File: config.mk
export PLATFORM = sky130hd
export DESIGN_NAME = timer_jitter_window_statistics_flat
export DESIGN_NICKNAME = d
export VERILOG_FILES = /design/src/design/tjws_pkg.sv /design/src/design/tjws_if.sv /design/src/design/tjws_ctrl.sv /design/src/design/tjws_datapath.sv /design/src/design/timer_jitter_window_statistics.sv /design/src/flat_wrapper.sv
export SDC_FILE = /design/constraint.sdc
export NUM_CORES = 1
export LEC_CHECK = 0
export CAP_MARGIN = 20
export CORE_ASPECT_RATIO = 0.75
export CORE_UTILIZATION = 55
export DETAILED_ROUTE_END_ITERATION = 6
export DONT_BUFFER_PORTS = 1
export PLACE_DENSITY = 0.71
export SLEW_MARGIN = 40
export SYNTH_ARGS = -nofsm -noshare
export SYNTH_HDL_FRONTEND = slang
export SYNTH_HIERARCHICAL = 1
export SYNTH_SLANG_ARGS = --single-unit
File: constraint.sdc
create_clock -name clk -period 15.09 [get_ports clk]
set_input_delay 3.018 -clock clk [delete_from_list [all_inputs] [get_ports clk]]
set_output_delay 3.018 -clock clk [all_outputs]
set_load 0.02 [all_outputs]
File: src/design/tjws_pkg.sv
`timescale 1ns / 1ps
package tjws_pkg;

  localparam int unsigned MAX_WINDOW_DEF = 1048576;

  localparam int TIME_W     = 64;
  localparam int LATE_W     = 32;
  localparam int PERIOD_W   = 32;
  localparam int WLEN_W     = 21;
  localparam int CFG_IDX_W  = 2;
  localparam int CFG_DATA_W = 32;

  localparam logic [CFG_IDX_W-1:0] REG_PERIOD = 2'd0;
  localparam logic [CFG_IDX_W-1:0] REG_WINDOW = 2'd1;
  localparam logic [CFG_IDX_W-1:0] REG_MODE   = 2'd2;

  localparam logic [PERIOD_W-1:0] PERIOD_RST = 32'd100000;
  localparam logic [WLEN_W-1:0]   WINDOW_RST = 21'd10000;
  localparam logic                MODE_RST   = 1'b1;

  localparam logic signed [LATE_W-1:0] MIN_START = 32'sd1000000000;
  localparam logic signed [LATE_W-1:0] MAX_START = -32'sd1000000000;
  localparam logic signed [LATE_W-1:0] LATE_MAX  = 32'sh7fffffff;
  localparam logic signed [LATE_W-1:0] LATE_MIN  = 32'sh80000000;

  typedef struct packed {
    logic [PERIOD_W-1:0] period;
    logic [WLEN_W-1:0]   window;
    logic                overall;
  } cfg_t;

  typedef struct packed {
    logic load;
    logic late;
    logic accum;
    logic div_start;
    logic div_step;
    logic finish;
  } cmd_t;

  typedef struct packed {
    logic win_done;
    logic div_done;
    logic out_free;
  } status_t;

endpackage

File: src/design/tjws_if.sv
`timescale 1ns / 1ps
interface tjws_sample_if;
  import tjws_pkg::*;
  logic              valid;
  logic              ready;
  logic [TIME_W-1:0] observed_time;
  modport source(output valid, output observed_time, input ready);
  modport sink(input valid, input observed_time, output ready);
endinterface

interface tjws_result_if;
  import tjws_pkg::*;
  logic                     valid;
  logic                     ready;
  logic signed [LATE_W-1:0] min_lateness;
  logic signed [LATE_W-1:0] max_lateness;
  logic signed [LATE_W-1:0] mean_lateness;
  modport source(output valid, output min_lateness, output max_lateness,
                 output mean_lateness, input ready);
  modport sink(input valid, input min_lateness, input max_lateness,
               input mean_lateness, output ready);
endinterface

interface tjws_cfg_if;
  import tjws_pkg::*;
  logic                  valid;
  logic                  ready;
  logic [CFG_IDX_W-1:0]  index;
  logic [CFG_DATA_W-1:0] data;
  modport source(output valid, output index, output data, input ready);
  modport sink(input valid, input index, input data, output ready);
endinterface

File: src/design/tjws_ctrl.sv
`timescale 1ns / 1ps
module tjws_ctrl (
  input  logic              clk,
  input  logic              rst,
  input  logic              in_valid,
  output logic              in_ready,
  output tjws_pkg::cmd_t    cmd,
  input  tjws_pkg::status_t status
);
  import tjws_pkg::*;

  typedef enum logic [5:0] {
    S_IDLE   = 6'b000001,
    S_LATE   = 6'b000010,
    S_ACCUM  = 6'b000100,
    S_CHECK  = 6'b001000,
    S_DIV    = 6'b010000,
    S_FINISH = 6'b100000
  } state_t;

  state_t state, state_next;

  always_ff @(posedge clk) begin
    if (rst) begin
      state <= S_IDLE;
    end else begin
      state <= state_next;
    end
  end

  always_comb begin
    state_next = state;
    cmd        = '0;
    in_ready   = 1'b0;
    case (state)
      S_IDLE: begin
        in_ready = 1'b1;
        if (in_valid) begin
          cmd.load   = 1'b1;
          state_next = S_LATE;
        end
      end
      S_LATE: begin
        cmd.late   = 1'b1;
        state_next = S_ACCUM;
      end
      S_ACCUM: begin
        cmd.accum  = 1'b1;
        state_next = S_CHECK;
      end
      S_CHECK: begin
        if (status.win_done) begin
          cmd.div_start = 1'b1;
          state_next    = S_DIV;
        end else begin
          state_next = S_IDLE;
        end
      end
      S_DIV: begin
        if (status.div_done) begin
          state_next = S_FINISH;
        end else begin
          cmd.div_step = 1'b1;
        end
      end
      S_FINISH: begin
        if (status.out_free) begin
          cmd.finish = 1'b1;
          state_next = S_IDLE;
        end
      end
      default: begin
        state_next = S_IDLE;
      end
    endcase
  end

endmodule

File: src/design/tjws_datapath.sv
`timescale 1ns / 1ps
module tjws_datapath #(
  parameter int unsigned MAX_WINDOW = tjws_pkg::MAX_WINDOW_DEF
) (
  input  logic                                  clk,
  input  logic                                  rst,
  input  tjws_pkg::cfg_t                        cfg,
  input  tjws_pkg::cmd_t                        cmd,
  output tjws_pkg::status_t                     status,
  input  logic [tjws_pkg::TIME_W-1:0]           obs_in,
  input  logic                                  out_ready,
  output logic                                  out_valid,
  output logic signed [tjws_pkg::LATE_W-1:0]    out_min,
  output logic signed [tjws_pkg::LATE_W-1:0]    out_max,
  output logic signed [tjws_pkg::LATE_W-1:0]    out_mean
);
  import tjws_pkg::*;

  localparam int WIN_W = $clog2(MAX_WINDOW + 1);
  localparam int SUM_W = LATE_W + 1 + $clog2(MAX_WINDOW);
  localparam int CNT_W = $clog2(SUM_W + 1);
  localparam int CMP_W = (WIN_W > WLEN_W) ? WIN_W : WLEN_W;

  logic [TIME_W-1:0]        obs;
  logic [TIME_W-1:0]        expected;
  logic signed [LATE_W-1:0] late;
  logic signed [LATE_W-1:0] late_next;
  logic signed [LATE_W-1:0] run_min;
  logic signed [LATE_W-1:0] run_max;
  logic signed [SUM_W-1:0]  sum;
  logic [WIN_W-1:0]         tick;
  logic [WIN_W-1:0]         win;
  logic [CMP_W-1:0]         wl_ext;
  logic [TIME_W-1:0]        diff;

  logic                     neg;
  logic [SUM_W-1:0]         quo;
  logic [WIN_W:0]           rem;
  logic [WIN_W:0]           rem_sh;
  logic                     qbit;
  logic [CNT_W-1:0]         cnt;
  logic signed [SUM_W:0]    mean_wide;
  logic signed [LATE_W-1:0] mean_sat;

  // effective window, clamped to [1, MAX_WINDOW]
  assign wl_ext = CMP_W'(cfg.window);
  always_comb begin
    if (wl_ext == '0) begin
      win = WIN_W'(1);
    end else if (wl_ext > CMP_W'(MAX_WINDOW)) begin
      win = WIN_W'(MAX_WINDOW);
    end else begin
      win = wl_ext[WIN_W-1:0];
    end
  end

  // lateness, saturated to 32 bits
  assign diff = obs - expected;
  always_comb begin
    if (!diff[TIME_W-1] && (|diff[TIME_W-2:LATE_W-1])) begin
      late_next = LATE_MAX;
    end else if (diff[TIME_W-1] && !(&diff[TIME_W-2:LATE_W-1])) begin
      late_next = LATE_MIN;
    end else begin
      late_next = signed'(diff[LATE_W-1:0]);
    end
  end

  // one restoring step
  always_comb begin
    rem_sh = {rem[WIN_W-1:0], quo[SUM_W-1]};
    qbit   = (rem_sh >= {1'b0, win});
  end

  // signed mean, saturated
  always_comb begin
    mean_wide = neg ? -signed'({1'b0, quo}) : signed'({1'b0, quo});
    if (!mean_wide[SUM_W] && (|mean_wide[SUM_W-1:LATE_W-1])) begin
      mean_sat = LATE_MAX;
    end else if (mean_wide[SUM_W] && !(&mean_wide[SUM_W-1:LATE_W-1])) begin
      mean_sat = LATE_MIN;
    end else begin
      mean_sat = signed'(mean_wide[LATE_W-1:0]);
    end
  end

  assign status.win_done = (tick >= win);
  assign status.div_done = (cnt == CNT_W'(SUM_W));
  assign status.out_free = !out_valid || out_ready;

  always_ff @(posedge clk) begin
    if (rst) begin
      expected <= '0;
      run_min  <= MIN_START;
      run_max  <= MAX_START;
      sum      <= '0;
      tick     <= '0;
    end else begin
      if (cmd.load) begin
        expected <= expected + TIME_W'(cfg.period);
      end
      if (cmd.accum) begin
        if (late < run_min) begin
          run_min <= late;
        end
        if (late > run_max) begin
          run_max <= late;
        end
        sum  <= sum + SUM_W'(late);
        tick <= tick + WIN_W'(1);
      end
      if (cmd.finish) begin
        sum  <= '0;
        tick <= '0;
        if (!cfg.overall) begin
          run_min <= MIN_START;
          run_max <= MAX_START;
        end
      end
    end
  end

  always_ff @(posedge clk) begin
    if (cmd.load) begin
      obs <= obs_in;
    end
    if (cmd.late) begin
      late <= late_next;
    end
    if (cmd.div_start) begin
      neg <= sum[SUM_W-1];
      quo <= sum[SUM_W-1] ? unsigned'(-sum) : unsigned'(sum);
      rem <= '0;
    end else if (cmd.div_step) begin
      rem <= qbit ? (rem_sh - {1'b0, win}) : rem_sh;
      quo <= {quo[SUM_W-2:0], qbit};
    end
  end

  always_ff @(posedge clk) begin
    if (rst) begin
      cnt <= '0;
    end else if (cmd.div_start) begin
      cnt <= '0;
    end else if (cmd.div_step) begin
      cnt <= cnt + CNT_W'(1);
    end
  end

  always_ff @(posedge clk) begin
    if (rst) begin
      out_valid <= 1'b0;
    end else if (cmd.finish) begin
      out_valid <= 1'b1;
    end else if (out_ready) begin
      out_valid <= 1'b0;
    end
  end

  always_ff @(posedge clk) begin
    if (cmd.finish) begin
      out_min  <= run_min;
      out_max  <= run_max;
      out_mean <= mean_sat;
    end
  end

endmodule

File: src/design/timer_jitter_window_statistics.sv
`timescale 1ns / 1ps
// Periodic wake-up latency statistics. Each sample word carries the observed
// timer count of one wake-up; the block advances its expected time by the
// period, takes the saturated lateness and tracks minimum, maximum and sum.
// After window_length wake-ups one result word gives min, max and the mean
// truncated toward zero, all in timer counts. A wake-up that does not close
// a window passes through the controller steps expected time, lateness,
// accumulate and window check. A wake-up that closes a window then runs
// the bit-serial restoring divider and waits while the previous result
// word is still held at the output register. A new sample word is taken
// only once the previous wake-up is finished.
// Configuration writes are taken in any cycle, one per cycle.
module timer_jitter_window_statistics #(
  parameter int unsigned MAX_WINDOW = tjws_pkg::MAX_WINDOW_DEF
) (
  input logic           clk,
  input logic           rst,
  tjws_sample_if.sink   sample,
  tjws_result_if.source result,
  tjws_cfg_if.sink      cfg
);
  import tjws_pkg::*;

  cfg_t    cfg_regs;
  cmd_t    cmd;
  status_t status;

  assign cfg.ready = 1'b1;

  always_ff @(posedge clk) begin
    if (rst) begin
      cfg_regs.period  <= PERIOD_RST;
      cfg_regs.window  <= WINDOW_RST;
      cfg_regs.overall <= MODE_RST;
    end else if (cfg.valid) begin
      case (cfg.index)
        REG_PERIOD: cfg_regs.period  <= cfg.data[PERIOD_W-1:0];
        REG_WINDOW: cfg_regs.window  <= cfg.data[WLEN_W-1:0];
        REG_MODE:   cfg_regs.overall <= cfg.data[0];
        default: begin
        end
      endcase
    end
  end

  tjws_ctrl u_ctrl (
    .clk      (clk),
    .rst      (rst),
    .in_valid (sample.valid),
    .in_ready (sample.ready),
    .cmd      (cmd),
    .status   (status)
  );

  tjws_datapath #(
    .MAX_WINDOW (MAX_WINDOW)
  ) u_datapath (
    .clk       (clk),
    .rst       (rst),
    .cfg       (cfg_regs),
    .cmd       (cmd),
    .status    (status),
    .obs_in    (sample.observed_time),
    .out_ready (result.ready),
    .out_valid (result.valid),
    .out_min   (result.min_lateness),
    .out_max   (result.max_lateness),
    .out_mean  (result.mean_lateness)
  );

  // one wake-up at a time
  a_one_at_a_time: assert property (@(posedge clk) disable iff (rst)
    sample.valid && sample.ready |=> !sample.ready)
    else $error("sample taken while previous wake-up in progress");

  // a pending result word is never overwritten
  a_no_overwrite: assert property (@(posedge clk) disable iff (rst)
    cmd.finish |-> (!result.valid || result.ready))
    else $error("result overwritten before it was taken");

  a_finish_shows: assert property (@(posedge clk) disable iff (rst)
    cmd.finish |=> result.valid)
    else $error("finished window not presented");

  a_div_excl: assert property (@(posedge clk) disable iff (rst)
    cmd.div_step |-> !sample.ready && !cmd.accum)
    else $error("divider running alongside accumulation");

endmodule
File: src/flat_wrapper.sv
// flat-port wrapper written by rule: the top's interface ports become plain ports
module timer_jitter_window_statistics_flat import tjws_pkg::*;
#(
  parameter int unsigned MAX_WINDOW = tjws_pkg::MAX_WINDOW_DEF
)
  (clk, rst, sample_valid, sample_observed_time, sample_ready, result_valid, result_min_lateness, result_max_lateness, result_mean_lateness, result_ready, cfg_valid, cfg_index, cfg_data, cfg_ready);
  tjws_sample_if sample_i ();
  tjws_result_if result_i ();
  tjws_cfg_if cfg_i ();
  input logic clk;
  input logic rst;
  input wire logic [$bits(sample_i.valid)-1:0] sample_valid;
  input wire logic [$bits(sample_i.observed_time)-1:0] sample_observed_time;
  output wire logic [$bits(sample_i.ready)-1:0] sample_ready;
  output wire logic [$bits(result_i.valid)-1:0] result_valid;
  output wire logic [$bits(result_i.min_lateness)-1:0] result_min_lateness;
  output wire logic [$bits(result_i.max_lateness)-1:0] result_max_lateness;
  output wire logic [$bits(result_i.mean_lateness)-1:0] result_mean_lateness;
  input wire logic [$bits(result_i.ready)-1:0] result_ready;
  input wire logic [$bits(cfg_i.valid)-1:0] cfg_valid;
  input wire logic [$bits(cfg_i.index)-1:0] cfg_index;
  input wire logic [$bits(cfg_i.data)-1:0] cfg_data;
  output wire logic [$bits(cfg_i.ready)-1:0] cfg_ready;
  assign sample_i.valid = sample_valid;
  assign sample_i.observed_time = sample_observed_time;
  assign sample_ready = sample_i.ready;
  assign result_valid = result_i.valid;
  assign result_min_lateness = result_i.min_lateness;
  assign result_max_lateness = result_i.max_lateness;
  assign result_mean_lateness = result_i.mean_lateness;
  assign result_i.ready = result_ready;
  assign cfg_i.valid = cfg_valid;
  assign cfg_i.index = cfg_index;
  assign cfg_i.data = cfg_data;
  assign cfg_ready = cfg_i.ready;
  timer_jitter_window_statistics #(.MAX_WINDOW(MAX_WINDOW)) u_core (.clk(clk), .rst(rst), .sample(sample_i), .result(result_i), .cfg(cfg_i));
endmodule
# == Yosys cells after proc, flatten, opt, wreduce, memory -nomap -nowiden ==
# Cells that the tools add are included.
# classes
n_div,0
mux,35
n_mul,0
n_bitwise,0
reduce_logical,24
add_sub_neg,8
n_lt_le_gt_ge,5
shifts,0
eq_ne,12
# op_table
operator,n
two-way mux 32 bit,10
two-way mux 53 bit,3
adder 64 x 32 -> 64 bit,1
subtractor 64 bit,1
two-way mux 21 bit,3
two-way mux 54 bit,1
negator 53 -> 54 bit,1
adder 53 x 32 -> 53 bit,1
negator 53 bit,1
case mux 6 bit (6 select lines),1
greater-than comparator 32 bit,1
less-than comparator 32 bit,1
AND reduction 32 bit,1
OR reduction 32 bit,1
greater-or-equal comparator 22 x 21 -> 1 bit,1
AND reduction 22 bit,1
OR reduction 22 bit,1
adder 21 x 1 -> 21 bit (second input constant),1
greater-or-equal comparator 21 bit,1
greater-than comparator 21 bit (second input constant),1
logical NOT 21 bit,1
subtractor 21 bit,1
two-way mux 6 bit,3
two-way mux 1 bit,13
20 further kinds,33
# totals
rom_bits,0
latch_bits,0
input_bits,103
register_bits,536
mem_bits_rw,0
n_memories,0

# == Logic depth before layout (Yosys ltp) ==
# depth
ltp_word,7
mapped_depth,24

# == Hierarchy ==
# Netlist, hierarchy kept.
# by_module_without_submodules
mod,instances,cells_per_inst,area_per_inst_um2
tjws_datapath,1,3428,31246.2
timer_jitter_window_statistics,1,224,2316.0
tjws_ctrl,1,37,341.6

# == Least setup slack after synthesis ==
# OpenSTA, ideal clock, no wires.
# synth_timing
path_kind,input to register
startpoint,input port result_ready
endpoint,register u_core.u_datapath.sum[23]
path_slack_ns,8.224
path_buffers,0
stages,5
t_arrival_ns,6.743
path_cell_list,nand2b_1 and4b_1 nor2_1 and4_1 a311o_1
# synth_rtl
item,line_no,source
from (decl),flat_wrapper.sv:19,input wire logic [$bits(result_i.ready)-1:0] result_ready;
to (signal assigned),tjws_datapath.sv:109,sum <= sum + SUM_W'(late);
to (decl),tjws_datapath.sv:30,logic signed [SUM_W-1:0] sum;

# == Worst setup path after layout ==
# layout_timing
startpoint,register u_core/cfg_regs[16] in the netlist's numbering
endpoint,register u_core.u_datapath.rem[8]
# layout_between
elab_chain_len,6
word_cells_on_any_way,10
# layout_lines
item,line_no,source
from (decl),timer_jitter_window_statistics.sv:24,cfg_t cfg_regs;
greater-than comparator 21 bit,tjws_datapath.sv:50,end else if (wl_ext > CMP_W'(MAX_WINDOW)) begin
two-way mux 21 bit,tjws_datapath.sv:50,
two-way mux 21 bit *,tjws_datapath.sv:48,if (wl_ext == '0) begin
greater-or-equal comparator 21 bit,tjws_datapath.sv:87,assign status.win_done = (tick >= win);
two-way mux 1 bit,tjws_ctrl.sv:52,if (status.win_done) begin
two-way mux 1 bit,tjws_ctrl.sv:35,case (state)
to (signal assigned),tjws_datapath.sv:135,"rem <= qbit ? (rem_sh - {1'b0, win}) : rem_sh;"
to (decl),tjws_datapath.sv:38,logic [WIN_W:0] rem;
# Mark *: on every way between the ends. The rest lies on a longest branch, timed or not.
# A chain may end at the register's enable or synchronous reset.

==> results.toml <==
[run_status]
outcome = "finished clean"

[floorplanning]
coreArea_um2 = 60700
fp-row-count = 78
die_y_um = 217
die-width_um = 289
die_area_um2 = 62700
initial_core_util_pct = 55.9
io_pins = 202

[clock_tree]
cts_buffer_depth = 3
cts.sinks = 536
cts-root-buf = "clkbuf_16"
htree_levels = 2
clkTransAtPathRegs_ps = 70
cts_inserted_buffers = 55
clock_latency_ps = 630
cts_resized = 0
ctsHoldBuffers = 0
cts_tree = "built"
post_cts_buffers = 0

[worst_setup_path]
cp-endpoint = "u_core/u_datapath/rem[8]$_SDFFE_PP0P_"
timing.rr.end = "u_core/u_datapath/rem[8]$_SDFFE_PP0P_"
startpoint = "u_core/cfg_regs[16]$_SDFFE_PP0P_"
ff2ff_setup_slack_ps = 9910
cp_max_fo = 24
worstSetupPathType = "reg -> reg"
path_cells = "nor4_1 > nand3_1 > nor2_1 > nor2_1 > nor2_1 > ha_1 > inv_1 > fa_1 > a21o_1 > a21o_1 > a211oi_1 > o31ai_1 > a21oi_1 > o211ai_1 > a21oi_1 > a21oi_1 > a21oi_2 > buf_4 > o21ai_0 > mux2i_1 > nor2_1"
slowest_stage = "a21oi_2"
r2r-start = "u_core/cfg_regs[16]$_SDFFE_PP0P_"
critPathMaxStageDelay_ps = 570
start_kind = "register"
critPathMostFrequentCell = "nor2_1"
arrival_ps = 5670
required_ps = 15580
r2r_cells = 21
endpoint_kind = "register"

[synth]
synth_flop_cell = "dfxtp_1"
netlist_instances = 3689
syn_nets = 4054
synthMostInstantiatedCell = "nor2_1"
synth_top_area_share_pct = 21.8
netlist-cell-type-count = 105
synth_edf_count = 246
synth_area_um2 = 33900
synth_seq_area_share_pct = 38.9
synth.area.top_cells = "edfxtp_1, dfxtp_1, ha_1"
synth_warnings = 6
synth_common_cells = "nor2_1, dfxtp_1, a21oi_1, ha_1, edfxtp_1"
synthArstFlopShare_pct = 0
synth-seq-cells = 536
syn_avg_cell_area_um2 = 9.19
synth_top_cell_by_area = "edfxtp_1"

[global_routing]
antenna_found_initial = 15
overflow = 0
grt_max_degree = 169
track_usage_pct = 27.2
grt_pass1_vias = 23721
grt_pass1_wl_mm = 136

[sta]
fmax_mhz = 193
period_share_pct = 34.3
tns_ps = 0
clock_skew_ps = 33.4
min_period_ps = 5180
rsz0062_at_grt = "no"
setup_viol = 0
finalHoldViolCount = 0
final_max_slew_viol_count = 0
setup_ws_ps = 9910
hold_slack_ps = 441
tightest_slew_ps = 807
relSlewSlack_pct = 45.8

[finish]
syn_to_final_growth_pct = 7.39
finalNetCount = 3978
finalInstanceArea_um2 = 36400
drive_gt1_share_pct = 6.34
multiInputGateArea_um2 = 19300
regArea_um2 = 13200
fillCellCount = 5263

[detailed_routing]
drc = 0
wl_per_cell_um = 19.4
wl_mm = 86.6
drt-pass1-iter-count = 5
drt_iter0_drc = 2592
vias = 26863
drt.antenna.violating_nets = 0
drt-vias-per-instance = 6.01

[placement]
dp_slack_ps = 9260
portBuffers = 0
dpl_cell_area_um2 = 34400
place_congestion = 0.972
dpl.hpwl_mm = 65.2

[run]
drv_cap = 0

[pwr]
pwr_density_cell_nw_per_um2 = 95.1
power_leakage_nw = 14.4
ir_worst_vdd_mv = 0.0894

[hold_path]
hp-class = "reg -> reg"
-- worst min path at each step --
| stage | startpoint | cells after the start | to |
|---|---|---|---|
| floorplan | u_core/u_datapath/sum[52]$_SDFFE_PP0P_ | 0 | u_core/u_datapath/neg$_DFFE_PP_ |
| global placement | u_core/u_datapath/run_max[18]$_SDFF_PP1_ | 0 | u_core/u_datapath/out_max[18]$_DFFE_PP_ |
| detailed placement | u_core/u_datapath/run_max[18]$_SDFF_PP1_ | 0 | u_core/u_datapath/out_max[18]$_DFFE_PP_ |
| CTS | u_core/u_datapath/run_max[18]$_SDFF_PP1_ | 0 | u_core/u_datapath/out_max[18]$_DFFE_PP_ |
| global route | u_core/u_datapath/run_max[18]$_SDFF_PP1_ | 0 | u_core/u_datapath/out_max[18]$_DFFE_PP_ |
| finish | u_core/u_datapath/run_max[18]$_SDFF_PP1_ | 0 | u_core/u_datapath/out_max[18]$_DFFE_PP_ |
-- per-stage QoR --
step,power (mW),instances,util (%)
CTS,3.47,4459,59.9
global route,3.58,4466,60.0
detailed placement,2.02,4355,56.7
floorplan,1.93,3689,-
global placement,2.02,4354,56.7
finish,3.46,4468,60.0
-- placed cells by master, fill, tap and decap left out, types with 58 or more instances in the layout --
cell type / n
dfxtp_1: 290
nand3_1: 97
inv_1: 187
nand2_1: 232
xor2_1: 153
clkbuf_16: 58
nor2_1: 369
o21ai_0: 179
ha_1: 258
a21oi_1: 278
a21o_1: 121
nand2b_1: 108
mux2i_1: 151
edfxtp_1: 246
xnor2_1: 140
nand4_1: 69
-- flip-flops by register name (all words and copies together), names as in the netlist --
register                     cells
u_core/u_datapath/neg            1
u_core/u_datapath/quo           53
u_core/u_datapath/out_max       32
u_core/u_datapath/out_valid      1
u_core/u_datapath/rem           21
u_core/u_datapath/run_min       32
u_core/u_datapath/run_max       32
u_core/u_datapath/out_mean      32
u_core/cfg_regs                 54
u_core/u_ctrl/state              6
u_core/u_datapath/cnt            6
u_core/u_datapath/obs           64
u_core/u_datapath/sum           53
u_core/u_datapath/expected      64
u_core/u_datapath/out_min       32
u_core/u_datapath/tick          21
u_core/u_datapath/late          32
-- per-layer routing --
layer  global-route usage, %  up-vias  routed length, um
li1                        -    13219                  -
met1                    43.3    12591              43200
met2                    36.9      941              34200
met3                    5.42      104               7590
met4                    6.21        8               1510
met5                       0        -                 54
-- power breakdown --
| part | switching (mW) | total, mW | internal (mW) | leakage, nW |
|---|---|---|---|---|
| clock network | 0.613 | 1.45 | 0.841 | 0.946 |
| logic | 0.265 | 0.428 | 0.163 | 8.93 |
| registers | 0.0278 | 1.58 | 1.55 | 4.51 |
| total | 0.905 | 3.46 | 2.56 | 14.4 |
-- worst max-delay path, delay by kind of cell (launching register included) --
kind	cells	cell delay [ps]
adders and majority gates	2	630
buffers and inverters	2	490
AOI/OAI and AO/OA	10	2460
muxes	1	170
DFF	1	320
and+or+nand+nor	6	1000
-- kinds of logic after synthesis --
group                      count (synthesis)  share of synthesized area (%)
and+or+nand+nor                         1147                           16.9
muxes                                    156                           4.62
buffers and inverters                    347                           4.32
xor gates and xnor gates                 294                           7.59
adders and majority gates                262                           9.76
AOI/OAI and AO/OA                        946                           17.9
DFF                                      536                           38.9
other                                      1                         0.0111
-- final cells by class --
cell class / instances / area share [%]
clock inverter: 37 / 1.14
multi-input combinational: 2806 / 53.1
clock buffer: 67 / 4.16
sequential: 536 / 36.2
tap: 800 / 2.75
timing repair buffer: 25 / 0.625
antenna: 8 / 0.0550
inverter: 189 / 1.95
Power figures use the tool's default switching activity.
